==> src/sv/tbrl_pkg.sv <==
package tbrl_pkg;

  localparam int unsigned RATE_W       = 10;
  localparam int unsigned NOW_W        = 32;
  localparam int unsigned ELAPSED_LO_W = 20;
  localparam int unsigned PROD_W       = 30;
  localparam int unsigned RECIP_W      = 21;
  localparam int unsigned RECIP_SHIFT  = 30;
  localparam int unsigned WIDE_BOUND   = 44;
  localparam int unsigned OUT_DATA_W   = 24;

  localparam logic [RATE_W-1:0]  MS_PER_SECOND = 10'd1000;
  localparam logic [RATE_W-1:0]  RATE_RESET    = 10'd2;
  localparam logic [PROD_W-1:0]  PROD_SAT      = 30'd1024000;
  localparam logic [RECIP_W-1:0] RECIP_1000    = 21'd1073742;

  typedef struct packed {
    logic accept;
    logic elapsed_en;
    logic mul_en;
    logic quot_en;
    logic commit_en;
    logic out_load;
  } tbrl_cmd_t;

  typedef struct packed {
    logic div_busy;
  } tbrl_sts_t;

endpackage

==> src/sv/tbrl_div.sv <==
module tbrl_div (
  input  logic                        clk_i,
  input  logic                        rst_ni,
  input  logic                        start_i,
  input  logic [tbrl_pkg::RATE_W-1:0] divisor_i,
  output logic                        busy_o,
  output logic [tbrl_pkg::RATE_W-1:0] quotient_o
);

  localparam int unsigned W     = tbrl_pkg::RATE_W;
  localparam int unsigned STEPS = (W + 1) / 2;
  localparam int unsigned CNT_W = $clog2(STEPS + 1);

  logic [W-1:0]     div_q;
  logic [W-1:0]     rem_q, rem_d;
  logic [W-1:0]     quo_q, quo_d;
  logic [CNT_W-1:0] cnt_q;
  logic             busy_q;

  always_comb begin
    logic [W:0]   r;
    logic [W-1:0] rem;
    logic [W-1:0] quo;
    rem = rem_q;
    quo = quo_q;
    for (int i = 0; i < 2; i++) begin
      r = {rem, quo[W-1]};
      if (r >= {1'b0, div_q}) begin
        r = r - {1'b0, div_q};
      end
      quo = {quo[W-2:0], (r != {rem, quo[W-1]})};
      rem = r[W-1:0];
    end
    rem_d = rem;
    quo_d = quo;
  end

  always_ff @(posedge clk_i or negedge rst_ni) begin
    if (!rst_ni) begin
      busy_q <= 1'b0;
      cnt_q  <= '0;
    end else if (start_i) begin
      busy_q <= 1'b1;
      cnt_q  <= CNT_W'(STEPS);
    end else if (busy_q) begin
      cnt_q <= cnt_q - 1'b1;
      if (cnt_q == CNT_W'(1)) begin
        busy_q <= 1'b0;
      end
    end
  end

  always_ff @(posedge clk_i) begin
    if (start_i) begin
      div_q <= divisor_i;
      rem_q <= '0;
      quo_q <= tbrl_pkg::MS_PER_SECOND;
    end else if (busy_q) begin
      rem_q <= rem_d;
      quo_q <= quo_d;
    end
  end

  assign busy_o     = busy_q;
  assign quotient_o = quo_q;

endmodule

==> src/sv/tbrl_dp.sv <==
module tbrl_dp #(
  parameter int unsigned TimeBits = 32
) (
  input  logic                        clk_i,
  input  logic                        rst_ni,
  input  logic                        cfg_we_i,
  input  logic [tbrl_pkg::RATE_W-1:0] cfg_wdata_i,
  input  logic [tbrl_pkg::NOW_W-1:0]  now_ms_i,
  input  tbrl_pkg::tbrl_cmd_t         cmd_i,
  output tbrl_pkg::tbrl_sts_t         sts_o,
  output logic                        granted_o,
  output logic [tbrl_pkg::RATE_W-1:0] tokens_left_o,
  output logic [tbrl_pkg::RATE_W-1:0] retry_delay_ms_o
);

  localparam int unsigned RW = tbrl_pkg::RATE_W;
  localparam int unsigned LW = tbrl_pkg::ELAPSED_LO_W;
  localparam int unsigned PW = tbrl_pkg::PROD_W;

  logic [RW-1:0]       rate_cfg_q;
  logic [RW-1:0]       rate_q;
  logic [TimeBits-1:0] now_in;
  logic [TimeBits-1:0] now_q;
  logic [TimeBits-1:0] last_q;
  logic [TimeBits-1:0] elapsed_q;
  logic [RW-1:0]       token_q;
  logic                primed_q;

  logic [LW-1:0]       elapsed_lo;
  logic                elapsed_big;
  logic                elapsed_wide;

  logic [PW-1:0]       prod_q;
  logic                fill_all_q;
  logic [RW-1:0]       quot_q;
  logic                add_sat_q;
  logic                granted_q;

  logic [tbrl_pkg::RECIP_W+LW-1:0] recip_prod;
  logic [RW:0]                     sum;
  logic [RW-1:0]                   fill;
  logic                            add_nz;
  logic                            grant;
  logic                            div_busy;
  logic [RW-1:0]                   div_quo;

  logic                            out_granted_q;
  logic [RW-1:0]                   out_tokens_q;
  logic [RW-1:0]                   out_delay_q;

  assign now_in = TimeBits'(now_ms_i);

  if (TimeBits > LW) begin : g_big
    assign elapsed_lo  = elapsed_q[LW-1:0];
    assign elapsed_big = |elapsed_q[TimeBits-1:LW];
  end else begin : g_small
    assign elapsed_lo  = LW'(elapsed_q);
    assign elapsed_big = 1'b0;
  end

  if (TimeBits > tbrl_pkg::WIDE_BOUND) begin : g_wide
    assign elapsed_wide = |elapsed_q[TimeBits-1:tbrl_pkg::WIDE_BOUND];
  end else begin : g_narrow
    assign elapsed_wide = 1'b0;
  end

  assign recip_prod = {{(tbrl_pkg::RECIP_W){1'b0}}, prod_q[LW-1:0]}
                    * {{LW{1'b0}}, tbrl_pkg::RECIP_1000};

  always_comb begin
    sum    = {1'b0, token_q} + {1'b0, quot_q};
    if (add_sat_q || (sum >= {1'b0, rate_q})) begin
      fill = rate_q;
    end else begin
      fill = sum[RW-1:0];
    end
    add_nz = add_sat_q || (quot_q != '0);
    grant  = (fill != '0);
  end

  always_ff @(posedge clk_i or negedge rst_ni) begin
    if (!rst_ni) begin
      rate_cfg_q <= tbrl_pkg::RATE_RESET;
    end else if (cfg_we_i) begin
      rate_cfg_q <= cfg_wdata_i;
    end
  end

  always_ff @(posedge clk_i or negedge rst_ni) begin
    if (!rst_ni) begin
      token_q  <= '0;
      last_q   <= '0;
      primed_q <= 1'b0;
    end else if (cmd_i.accept) begin
      if (!primed_q) begin
        token_q  <= rate_cfg_q;
        last_q   <= now_in;
        primed_q <= 1'b1;
      end
    end else if (cmd_i.commit_en) begin
      token_q <= fill - RW'(grant);
      if (add_nz) begin
        last_q <= now_q;
      end
    end
  end

  always_ff @(posedge clk_i) begin
    if (cmd_i.accept) begin
      now_q  <= now_in;
      rate_q <= rate_cfg_q;
    end
    if (cmd_i.elapsed_en) begin
      elapsed_q <= now_q - last_q;
    end
    if (cmd_i.mul_en) begin
      prod_q     <= {{(PW-LW){1'b0}}, elapsed_lo} * {{(PW-RW){1'b0}}, rate_q};
      fill_all_q <= elapsed_wide || (elapsed_big && (rate_q != '0));
    end
    if (cmd_i.quot_en) begin
      quot_q    <= recip_prod[tbrl_pkg::RECIP_SHIFT +: RW];
      add_sat_q <= fill_all_q || (prod_q >= tbrl_pkg::PROD_SAT);
    end
    if (cmd_i.commit_en) begin
      granted_q <= grant;
    end
    if (cmd_i.out_load) begin
      out_granted_q <= granted_q;
      out_tokens_q  <= token_q;
      if (granted_q) begin
        out_delay_q <= '0;
      end else if (rate_q == '0) begin
        out_delay_q <= tbrl_pkg::MS_PER_SECOND;
      end else begin
        out_delay_q <= div_quo;
      end
    end
  end

  tbrl_div u_div (
    .clk_i      (clk_i),
    .rst_ni     (rst_ni),
    .start_i    (cmd_i.accept),
    .divisor_i  (rate_cfg_q),
    .busy_o     (div_busy),
    .quotient_o (div_quo)
  );

  assign sts_o.div_busy  = div_busy;
  assign granted_o       = out_granted_q;
  assign tokens_left_o   = out_tokens_q;
  assign retry_delay_ms_o = out_delay_q;

endmodule

==> src/sv/tbrl_ctrl.sv <==
module tbrl_ctrl (
  input  logic                clk_i,
  input  logic                rst_ni,
  input  logic                in_valid_i,
  output logic                in_ready_o,
  output logic                out_valid_o,
  input  logic                out_ready_i,
  output tbrl_pkg::tbrl_cmd_t cmd_o,
  input  tbrl_pkg::tbrl_sts_t sts_i
);

  typedef enum logic [2:0] {
    ST_IDLE,
    ST_SUB,
    ST_MUL,
    ST_QUOT,
    ST_COMMIT,
    ST_FINISH
  } state_e;

  state_e state_q, state_d;
  logic   out_valid_q, out_valid_d;
  logic   load;

  always_comb begin
    cmd_o            = '0;
    state_d          = state_q;
    load             = 1'b0;
    case (state_q)
      ST_IDLE: begin
        if (in_valid_i) begin
          cmd_o.accept = 1'b1;
          state_d      = ST_SUB;
        end
      end
      ST_SUB: begin
        cmd_o.elapsed_en = 1'b1;
        state_d          = ST_MUL;
      end
      ST_MUL: begin
        cmd_o.mul_en = 1'b1;
        state_d      = ST_QUOT;
      end
      ST_QUOT: begin
        cmd_o.quot_en = 1'b1;
        state_d       = ST_COMMIT;
      end
      ST_COMMIT: begin
        cmd_o.commit_en = 1'b1;
        state_d         = ST_FINISH;
      end
      ST_FINISH: begin
        if (!sts_i.div_busy && (!out_valid_q || out_ready_i)) begin
          load    = 1'b1;
          state_d = ST_IDLE;
        end
      end
      default: begin
        state_d = ST_IDLE;
      end
    endcase
    cmd_o.out_load = load;
    if (load) begin
      out_valid_d = 1'b1;
    end else if (out_ready_i) begin
      out_valid_d = 1'b0;
    end else begin
      out_valid_d = out_valid_q;
    end
  end

  always_ff @(posedge clk_i or negedge rst_ni) begin
    if (!rst_ni) begin
      state_q     <= ST_IDLE;
      out_valid_q <= 1'b0;
    end else begin
      state_q     <= state_d;
      out_valid_q <= out_valid_d;
    end
  end

  assign in_ready_o  = (state_q == ST_IDLE);
  assign out_valid_o = out_valid_q;

endmodule

==> src/sv/token_bucket_rate_limiter_unit.sv <==
// A request beat is taken only in the idle step and runs through the sub, mul, quot, commit
//   and finish steps; the five two-bit steps of the retry divider, started with the beat, can
//   hold the sequencer in its finish step, which loads the registered result beat.
// A result beat that waits for m_axis_tready_i holds the sequencer in its last step.
// The next request is taken while a result beat still waits in the output register.
// Reset (rst_ni low, asynchronous): bucket empty, refill time 0, not primed, rate 2.
module token_bucket_rate_limiter_unit #(
  parameter int unsigned TimeBits = 32
) (
  input  logic                            clk_i,
  input  logic                            rst_ni,
  input  logic                            cfg_we_i,
  input  logic [tbrl_pkg::RATE_W-1:0]     cfg_wdata_i,
  input  logic                            s_axis_tvalid_i,
  output logic                            s_axis_tready_o,
  input  logic [tbrl_pkg::NOW_W-1:0]      s_axis_tdata_i,  // [31:0] now_ms
  output logic                            m_axis_tvalid_o,
  input  logic                            m_axis_tready_i,
  output logic [tbrl_pkg::OUT_DATA_W-1:0] m_axis_tdata_o   // [0] granted, [10:1] tokens_left,
                                                          // [20:11] retry_delay_ms, [23:21] zero
);

  localparam int unsigned RW = tbrl_pkg::RATE_W;

  tbrl_pkg::tbrl_cmd_t cmd;
  tbrl_pkg::tbrl_sts_t sts;
  logic                granted;
  logic [RW-1:0]       tokens_left;
  logic [RW-1:0]       retry_delay_ms;

  tbrl_ctrl u_ctrl (
    .clk_i       (clk_i),
    .rst_ni      (rst_ni),
    .in_valid_i  (s_axis_tvalid_i),
    .in_ready_o  (s_axis_tready_o),
    .out_valid_o (m_axis_tvalid_o),
    .out_ready_i (m_axis_tready_i),
    .cmd_o       (cmd),
    .sts_i       (sts)
  );

  tbrl_dp #(
    .TimeBits (TimeBits)
  ) u_dp (
    .clk_i            (clk_i),
    .rst_ni           (rst_ni),
    .cfg_we_i         (cfg_we_i),
    .cfg_wdata_i      (cfg_wdata_i),
    .now_ms_i         (s_axis_tdata_i),
    .cmd_i            (cmd),
    .sts_o            (sts),
    .granted_o        (granted),
    .tokens_left_o    (tokens_left),
    .retry_delay_ms_o (retry_delay_ms)
  );

  assign m_axis_tdata_o = {
    {(tbrl_pkg::OUT_DATA_W - 2 * RW - 1){1'b0}},
    retry_delay_ms,
    tokens_left,
    granted
  };

endmodule

==> config.mk <==
export PLATFORM = sky130hd
export DESIGN_NAME = token_bucket_rate_limiter_unit
export DESIGN_NICKNAME = d
export VERILOG_FILES = /design/src/sv/tbrl_pkg.sv /design/src/sv/tbrl_div.sv /design/src/sv/tbrl_dp.sv /design/src/sv/tbrl_ctrl.sv /design/src/sv/token_bucket_rate_limiter_unit.sv
export SDC_FILE = /design/constraint.sdc
export NUM_CORES = 1
export LEC_CHECK = 0
export BUFFER_PORTS_ARGS = -buffer_cell sky130_fd_sc_hd__buf_2
export CORE_UTILIZATION = 50
export CTS_BUF_LIST = sky130_fd_sc_hd__clkbuf_4
export DETAILED_ROUTE_END_ITERATION = 8
export PLACE_DENSITY = 0.74
export REMOVE_ABC_BUFFERS = 1
export SYNTH_ARGS = -nofsm -noshare
export SYNTH_HDL_FRONTEND = slang
export SYNTH_SLANG_ARGS = --single-unit
==> constraint.sdc <==
create_clock -name clk_i -period 5.2 [get_ports clk_i]
set_input_delay 1.56 -clock clk_i [delete_from_list [all_inputs] [get_ports clk_i]]
set_output_delay 1.56 -clock clk_i [all_outputs]
set_load 0.01 [all_outputs]
### Yosys cells after proc, flatten, opt, wreduce, memory -nomap -nowiden

Cells that the tools add are included.

* add/subtract/negate cells: 6
* $mul: 2
* div/mod/pow operators: 0
* magnitude comparators: 4
* equal/unequal tests: 11
* shift-type cells: 0
* muxes and demuxes: 29
* bitwise logic cells: 0
* reduce and logical (&&, ||, !) cells: 22

Operator list (number)
* 32-bit two-way mux: 4
* 10-bit two-way mux: 5
* 20-bit by 20-bit multiplier with 39-bit output (second input constant): 1
* 11-bit by 10-bit >= comparator with 1-bit output: 3
* 32-bit subtractor: 1
* 30-bit by 20-bit >= comparator with 1-bit output (second input constant): 1
* 20-bit by 10-bit multiplier with 30-bit output: 1
* 10-bit nonzero test: 3
* 11-bit two-way mux: 2
* 11-bit inequality test: 2
* 11-bit by 10-bit subtractor with 11-bit output: 2
* 3-bit one-hot mux with 6 select lines: 1
* 1-bit two-way mux: 13
* 3-bit two-way mux: 4
* 12-bit OR reduction: 1
* 10-bit by 10-bit adder with 11-bit output: 1
* 10-bit logical NOT: 1
* 10-bit by 1-bit subtractor with 10-bit output: 1
* 2-bit nonzero test: 4
* 3-bit by 1-bit equality test with 1-bit output (second input constant): 2
* 3-bit by 2-bit equality test with 1-bit output (second input constant): 2
* 3-bit equality test (second input constant): 2
* 1-bit logical OR: 4
* 2-bit inequality test (second input constant): 2
* other kinds (8): 11

* bits in registers: 219
* latch bits: 0
* RAM bits: 0
* ROM bits: 0
* output and inout bits: 26
* memories kept: 0

### Logic depth before layout (Yosys ltp)

Gate-level depths: netlist of the first run.

* depth in word-level cells: 8
* gate-level depth with buffers: 29

### Modules after synthesis

A second synthesis of the first run with hierarchy kept.

* cells, all modules: 2407
* area, all modules: 24120.6 um^2

Modules (own cells, without submodules)
* tbrl_dp: times used 1, cells an instance 2028, area an instance 20782.4 um^2
* tbrl_div: times used 1, cells an instance 350, area an instance 3066.7 um^2
* tbrl_ctrl: times used 1, cells an instance 24, area an instance 237.7 um^2
* token_bucket_rate_limiter_unit: times used 1, cells an instance 5, area an instance 33.8 um^2

### Worst setup path before layout of the first run

OpenSTA, ideal clock, no wires.

* path type: register to register
* start: reg, netlist name u_dp.u_div.div_q[1]
* end: reg u_dp.prod_q[28], data pin
* setup time: 0.258 ns
* arrival time: 5.307 ns
* path slack: -0.365 ns
* stages on the path, launching flop included: 21
* buffers on the path: 1
* period minus slack after synthesis: 5.565 ns
* cell sequence: edfxtp_1 clkbuf_1 and2_1 fa_1 fa_1 inv_1 fa_1 fa_1 fa_1 inv_1 ha_1 a21o_1 a21oi_1 nand2_1 a21o_1 a21oi_1 o32ai_1 or4_1 a31o_1 a21oi_2 xnor2_1

RTL lines
* end signal: assignment: RTL line tbrl_dp.sv:117 `prod_q <= {{(PW-LW){1'b0}}, elapsed_lo} * {{(PW-RW){1'b0}}, rate_q};`
* end: declaration: RTL line tbrl_dp.sv:33 `logic [PW-1:0] prod_q;`

==> results.txt, run 1 <==
Minimum clock period: 5.79 ns
First-pass GRT wire length: 91,900 µm
CP Data Arrival Time: 6.27 ns
Fin crit share: 111%
Die Width: 217 µm
Final setup TNS: -5.72 ns
Area share of the largest cell type after synthesis: 20.1%
Max Clock Freq: 173 MHz
#FFs+latches synth: 219
Final Hold Vio Count: 0
Die ar.: 0.0469 mm²
Worst reg2reg path depth: 20
Max-slew headroom: 22.0%
Io pins: 73
Sequential fraction of the synthesis area: 26.4%
Via-to-Cell Ratio: 5.38
Top post-synthesis cells by area: fa_1 (20%), edfxtp_1 (18%), ha_1 (17%)
Layout cells sized above 1: 23.5%
Buffers on Ports: 69
R2R Path Start: u_dp.u_div.div_q[4]
Overall global routing resource usage: 24.4%
Overall die height: 217 µm
Synth async-reset ratio: 27.9%
Critical Path Source: u_dp.u_div.div_q[4]
Fin Clk Skew: 0.0591 ns
# clock sinks: 219
Final setup viols: 23
RSZ-0062 raised after global routing: yes
Iter 0 DRT Violations: 943
EDFF count, synth: 138
Predominant post-synthesis flop cell: edfxtp_1
Hpwl dp: 44,500 µm
Max-Cap Viols: 0
Unique masters post-synth: 76
Fillers: 3,619
CTS Hold Buffers Added: 0
Via Count: 17,730
Crit end category: flip-flop
Synth warn: 0
Slew @ Worst Pin: 1.17 ns
WL final: 56,800 µm
Grt total ovfl: 0
Inserted Clock Buffers: 59
Startpoint types: flip-flop
Final Net Count: 3,243
Synth area leader: fa_1
RD Place Congestion: 0.949
Initial antenna violation count: 1
Largest net degree at the start of global routing: 70
CP Max Fanout: 4
Cell Area, Synth: 0.0230 mm²
Reg2reg end: u_dp.prod_q[28]
Clock transition at the registers of the reported paths: 0.07 ns
Status: finished with violations
Routed Antenna Nets: 0
Worst skew pair latency: 0.79 ns
Max Buffers Root-to-Sink: 3
Core Region: 0.0454 mm²
Critical Path RT: 5.68 ns
# rows: 78
R2R Setup Slk: -0.59 ns
DRT Pass-1 Iters: 5
Initial Util: 50.7%
Root Buffer: clkbuf_4
Pins Over Slew Limit: 0
H-Tree Depth: 2
Class of the worst hold path: reg2reg
Crit Path Class: reg2reg
Area growth, synth to finish: 20.1%
# DRC: 0
Violated checks: setup timing
WL per Instance: 17.2 µm
TritonCTS clock tree: yes
Gate Count Post-Synth: 2,309
CP Capture Point: u_dp.prod_q[28]
Syn avg cell area: 9.97 µm²
Vias in the first global route: 18,981
Fin worst setup slack: -0.592 ns
## per-layer routing
layer  vias to the layer above  wire (µm)  GRT usage [%]
met4                         0       1650           8.83
met2                       504      28700           43.4
li1                       8379          -              -
met3                       110       2730           2.96
met1                      8737      23700           30.4
met5                         -          0              0
## placed cells by master (no fill, tap or decap), types with 13 or more instances in the layout
master	Yosys	routed
mux2i_1	58	54
clkbuf_4	0	86
nor2b_1	15	14
a211oi_1	17	14
edfxtp_1	138	138
o21a_1	13	13
fa_1	231	220
and2_1	96	86
o21ai_0	73	67
a21o_1	28	28
nand4_1	17	17
dfxtp_1	20	20
dfrtp_1	60	60
ha_1	317	281
buf_4	5	252
mux2_2	16	16
ha_4	0	27
a21oi_2	3	18
nor3_1	25	24
nand2b_1	21	20
xor2_1	33	30
o21ai_1	24	24
nor2_1	95	90
inv_2	1	22
nand2_1	207	202
a21oi_1	94	75
o21bai_1	14	14
inv_1	399	378
xnor2_1	82	79
buf_2	1	70
buf_6	2	16
## cell type report
class | instances | area (µm²) | area share (%)
diodes | 2 | 5.00 | 0.0181
clock buffers | 86 | 646 | 2.34
clock inverters | 21 | 120 | 0.434
inverters | 401 | 1510 | 5.45
multi-input cells | 1624 | 16000 | 58.0
flip-flops and latches | 219 | 6070 | 22.0
well taps | 600 | 751 | 2.72
repair buffers | 343 | 2520 | 9.12
## registers in the layout, indices dropped and copies added, names as in the netlist, 10 cells and up
name	flops
u_dp.elapsed_q	32
u_dp.last_q	32
u_dp.now_q	32
u_dp.prod_q	30
u_dp.quot_q	10
u_dp.rate_cfg_q	10
u_dp.retry_delay_ms_o	10
u_dp.token_q	10
u_dp.tokens_left_o	10
u_dp.u_div.div_q	10
u_dp.u_div.quotient_o	10
u_dp.u_div.rem_q	10
## kinds of logic (layout without fill, tap and decap cells)
group           after synthesis  in the layout  synth area share, %
xor+xnor                    115            115                 4.38
simple gates                540            540                 11.3
compound gates              344            344                 9.46
buf+inv                     468            851                 7.79
flops                       219            219                 26.4
mux                          74             74                 3.31
fa+ha+maj                   548            548                 37.3
other cells                   1              5               0.0163
## metrics by stage
stage | hold slack, ns | instances | util (%) | cell area (µm²) | worst slack (ns)
floorplan | 0.436 | 2244 | - | 22700 | -0.465
global placement | 0.462 | 3135 | 56.4 | 25600 | -0.535
detailed placement | 0.471 | 3135 | 56.4 | 25600 | -0.657
CTS | 0.485 | 3270 | 59.6 | 27100 | -0.510
global route | 0.499 | 3295 | 60.9 | 27600 | -0.763
finish | 0.481 | 3296 | 60.9 | 27600 | -0.592
## worst min-delay path by stage
stage | end | from | slack (ns) | depth (start not counted)
finish | u_dp.last_q[27] | u_dp.last_q[27] | 0.48 | 2
CTS | u_dp.last_q[13] | u_dp.last_q[13] | 0.49 | 2
global placement | u_dp.last_q[8] | u_dp.last_q[8] | 0.46 | 2
detailed placement | u_dp.last_q[10] | u_dp.last_q[10] | 0.47 | 2
global route | u_dp.last_q[26] | u_dp.last_q[26] | 0.50 | 2
floorplan | u_dp.u_div.div_q[8] | u_dp.rate_cfg_q[8] | 0.44 | 0
## critical path: stages, from the launching register on
cell and delay (ns):
edfxtp_1 0.45, buf_4 0.17, and2_4 0.13, fa_1 0.53, inv_1 0.05, fa_1 0.49, inv_2 0.04, fa_1 0.51
fa_1 0.43, fa_1 0.54, ha_4 0.23, nand3_4 0.10, nor2_2 0.07, nor3_4 0.21, o211ai_2 0.14, a221oi_2 0.36
o32ai_2 0.14, or4_4 0.44, a31o_1 0.23, a21oi_2 0.15, xnor2_1 0.08
## cells in the mapped netlist (all sizes together), types with 10 or more instances
master,count
inv,400
ha,317
fa,231
nand2,207
edfxtp,138
a21oi,97
o21ai,97
and2,96
nor2,95
xnor2,82
dfrtp,60
clkbuf,59
mux2i,58
xor2,33
a21o,29
nor3,26
nand2b,21
dfxtp,20
a211oi,19
nand4,17
mux2,16
nand3,15
nor2b,15
o21bai,15
o21a,13
nor4,11
a31oi,10
## timing repair
| item | CTS | global route |
|---|---|---|
| resized for setup | 117 | 78 |
| pin swaps | 94 | 79 |
| endpoints found under the setup margin | 29 | 35 |
| setup buffers | 28 | 25 |
| cloned | 1 | 0 |
Power of run 1 is left out: the tool's default activity adds up to more than one toggle a clock period on the data nets, which glitch-free logic cannot reach.
==> run 2: changes to the inputs <==
--- a/config.mk
+++ b/config.mk
@@ -5,6 +5,7 @@
 export SDC_FILE = /design/constraint.sdc
 export NUM_CORES = 1
 export LEC_CHECK = 0
+export ABC_AREA = 1
 export BUFFER_PORTS_ARGS = -buffer_cell sky130_fd_sc_hd__buf_2
 export CORE_UTILIZATION = 50
 export CTS_BUF_LIST = sky130_fd_sc_hd__clkbuf_4
==> run 2 against run 1 <==
  * The flow still finishes with violations (setup timing)
  * Clock skew is 0.014 ns lower
  * Count of clock-buffer cells in the layout is 12 higher
  * Design area is 3.0% higher
  * Non-clock buffer count is 90 lower
  * Synthesized cell count is 24% higher
  * Utilization is 1.4 points lower
  * Fmax is 9.6% higher
  * Critical endpoint is now u_dp.quot_q[9]
  * Largest cell class unchanged
==> results.txt, run 2 <==
Status: finished with violations
Violated checks: setup timing
Commonest cells after routing, fill and taps aside: inv_1 (597), nand2_1 (563), ha_1 (280), fa_1 (219), buf_4 (160)
Buffers on Ports: 69 (unchanged)
Most frequent cells after synthesis: inv_1 (626), nand2_1 (590), ha_1 (317), fa_1 (231), a21oi_1 (146)
TritonCTS clock tree: yes
Hpwl dp: 49,800 µm (+12%)
Inserted Clock Buffers: 59 (unchanged)
Final Net Count: 3,690 (+14%)
Final setup viols: 9 (-61%)
Layout cells sized above 1: 18.9% (-4.6 points)
Unique masters post-synth: 62 (-18%)
WL final: 63,400 µm (+12%)
Count leader, synth: inv_1
Post-Synth XOR/XNOR Area: 3.21% (-1.2 points)
CP Data Arrival Time: 5.82 ns (-0.45 ns)
Worst path slowest cell: fa_1
Main combinational cell family by area after synthesis: adder cells
Die Width: 222 µm (+2.7%)
H-Tree Depth: 2 (unchanged)
Sequential fraction of the synthesis area: 25.0% (-1.4 points)
Clock transition at the registers of the reported paths: 0.07 ns (about the same)
#FFs+latches synth: 219 (unchanged)
Fin Clk Skew: 0.0454 ns (-0.0137 ns)
Synth area leader: fa_1
Compound-Gate Fraction of Synth Area: 9.08% (-0.38 points)
CTS Hold Buffers Added: 0 (unchanged)
Via Count: 20,036 (+13%)
Fillers: 4,057 (+12%)
Class of the worst hold path: reg2reg
Grt total ovfl: 0 (unchanged)
Commonest non-fill, non-tap cell in the layout: inv_1
Core Region: 0.0478 mm² (+5.4%)
Die ar.: 0.0495 mm² (+5.5%)
Overall die height: 222 µm (+2.7%)
Top flop regs: u_dp.elapsed_q: 32 flops, u_dp.last_q: 32 flops, u_dp.now_q: 32 flops
Max Buffers Root-to-Sink: 3 (unchanged)
RD Place Congestion: 0.977 (+3.0%)
Simple-gate portion of the synthesized area: 15.9% (+4.5 points)
CP Max Fanout: 4 (unchanged)
Synth warn: 0 (unchanged)
Via-to-Cell Ratio: 5.33 (-0.99%)
Worst skew pair latency: 0.82 ns (+0.03 ns)
Root Buffer: clkbuf_4
Routed Antenna Nets: 0 (unchanged)
Final Hold Vio Count: 0 (unchanged)
Io pins: 73 (unchanged)
First-pass GRT wire length: 99,400 µm (+8.2%)
Syn avg cell area: 8.52 µm² (-15%)
Cell Chain, Critical Path: inv_1 -> ha_1 -> ha_2 -> inv_1 -> fa_2 -> fa_1 -> inv_2 -> fa_1 -> inv_2 -> fa_2 -> inv_2 -> fa_1 -> ha_4 -> a21oi_2 -> inv_1 -> nor2_1 -> o21ai_1 -> a221oi_2 -> o21ai_4 -> nand2_1 -> nand2_1 -> xor2_1
Top post-synthesis cells by area: fa_1 (19%), edfxtp_1 (17%), ha_1 (16%)
Post-synthesis mux area share: 0.185% (-3.1 points)
Max-Cap Viols: 0 (unchanged)
Hold_ws: 0.438 ns (-0.0422 ns)
Predominant post-synthesis flop cell: edfxtp_1
# DRC: 0 (unchanged)
Initial antenna violation count: 1 (unchanged)
Critical Path RT: 5.73 ns (+0.05 ns)
# clock sinks: 219 (unchanged)
EDFF count, synth: 138 (unchanged)
Iter 0 DRT Violations: 1,436 (+52%)
Cell Area, Synth: 0.0243 mm² (+5.6%)
Worst stage delay on the critical path: 0.57 ns (+0.03 ns)
Area growth, synth to finish: 17.1%
Fin crit share: 102% (-9.8 points)
Largest net degree at the start of global routing: 81 (+16%)
RSZ-0062 raised after global routing: yes
Fin worst setup slack: -0.0843 ns (+0.508 ns)
Minimum clock period: 5.28 ns (-0.508 ns)
Pins Over Slew Limit: 0 (unchanged)
Area share of the largest cell type after synthesis: 19.0% (-1.1 points)
Crit end category: flip-flop
DRT Pass-1 Iters: 8 (+3)
Overall global routing resource usage: 24.9% (+0.47 points)
Slew @ Worst Pin: 1.26 ns (+0.0869 ns)
Max Clock Freq: 189 MHz (+9.6%)
WL per Instance: 16.9 µm (-2.1%)
Multi-input gate area: 0.0165 mm² (+3.2%)
Vias in the first global route: 20,323 (+7.1%)
Max-slew headroom: 16.2% (-5.8 points)
Register Area: 0.00607 mm² (unchanged)
Initial Util: 50.8% (+0.081 points)
Crit Path Class: reg2reg
Gate Count Post-Synth: 2,853 (+24%)
Startpoint types: flip-flop
Area share of fa/ha/maj cells after synthesis: 35.3% (-2.0 points)
Synth async-reset ratio: 27.9% (unchanged)
# rows: 80 (+2.6%)
## run 2: worst paths after layout
check                                         from             endpoint  slack [ns]  cells past startpoint
worst max-delay path                u_dp.prod_q[2]       u_dp.quot_q[9]       -0.08                     22
worst min-delay path            u_dp.rate_cfg_q[5]  u_dp.u_div.div_q[5]        0.44                      0
worst max register to register      u_dp.prod_q[2]       u_dp.quot_q[9]       -0.08                     22
worst min register to register  u_dp.rate_cfg_q[5]  u_dp.u_div.div_q[5]        0.44                      0
max in group asynchronous                   rst_ni      u_dp.token_q[2]        3.38                      2
min in group asynchronous                   rst_ni      u_dp.last_q[25]        0.82                      1
## run 2: logic make-up (layout without fill, tap and decap cells)
| logic type | after synthesis | in the layout |
|---|---|---|
| xor+xnor | 89 | 89 |
| mux | 4 | 4 |
| fa+ha+maj | 548 | 548 |
| compound gates | 374 | 374 |
| flops | 219 | 219 |
| buf+inv | 711 | 1001 |
| simple gates | 907 | 908 |
| other cells | 1 | 4 |
## run 2: final cells by class
| class | instances | share of cell area [%] |
|---|---|---|
| Multi-Input combinational cell | 1926 | 58.1 |
| Sequential cell | 219 | 21.3 |
| Inverter | 636 | 8.39 |
| Timing Repair Buffer | 253 | 6.60 |
| Tap cell | 615 | 2.70 |
| Clock buffer | 98 | 2.58 |
| Clock inverter | 14 | 0.273 |
| Antenna cell | 1 | 0.00879 |
## run 2: what timing repair did
action | CTS | global route
resized for setup | 39 | 194
gates cloned | 0 | 3
pin swaps | 21 | 116
buffers inserted | 16 | 30
setup endpoints to repair | 15 | 29
## run 2: worst max-delay path: cells and delay by family, from the launching register on
| family | cells | cell delay [ns] |
|---|---|---|
| buffers and inverters | 6 | 0.34 |
| AOI/OAI and AO/OA | 4 | 0.67 |
| DFF | 1 | 0.39 |
| xor gates and xnor gates | 1 | 0.15 |
| adders and majority gates | 8 | 3.23 |
| and+or+nand+nor | 3 | 0.26 |
## run 2: per-layer routing
| metal | part of all wire (%) | global-route usage (%) | vias up | wire length, µm |
|---|---|---|---|---|
| li1 | - | - | 9565 | - |
| met1 | 42 | 32.3 | 9645 | 26800 |
| met2 | 49 | 42.7 | 656 | 30800 |
| met3 | 5.8 | 3.57 | 170 | 3680 |
| met4 | 3.4 | 8.41 | 0 | 2140 |
| met5 | 0 | 0 | - | 0 |
## run 2: metrics by stage
step	setup TNS [ns]	utilization [%]	cell area (µm²)	worst slack [ns]	instances
5_1_grt	-3.10	59.5	28500	-0.279	3762
2_1_floorplan	0	-	24000	0.117	2780
3_5_place_dp	-2.29	54.7	26200	-0.451	3601
3_3_place_gp	-1.04	54.7	26200	-0.379	3601
4_1_cts	0	57.0	27300	0.00202	3729
6_report	-0.349	59.5	28500	-0.0843	3762
Power of run 2 is left out for the same reason.
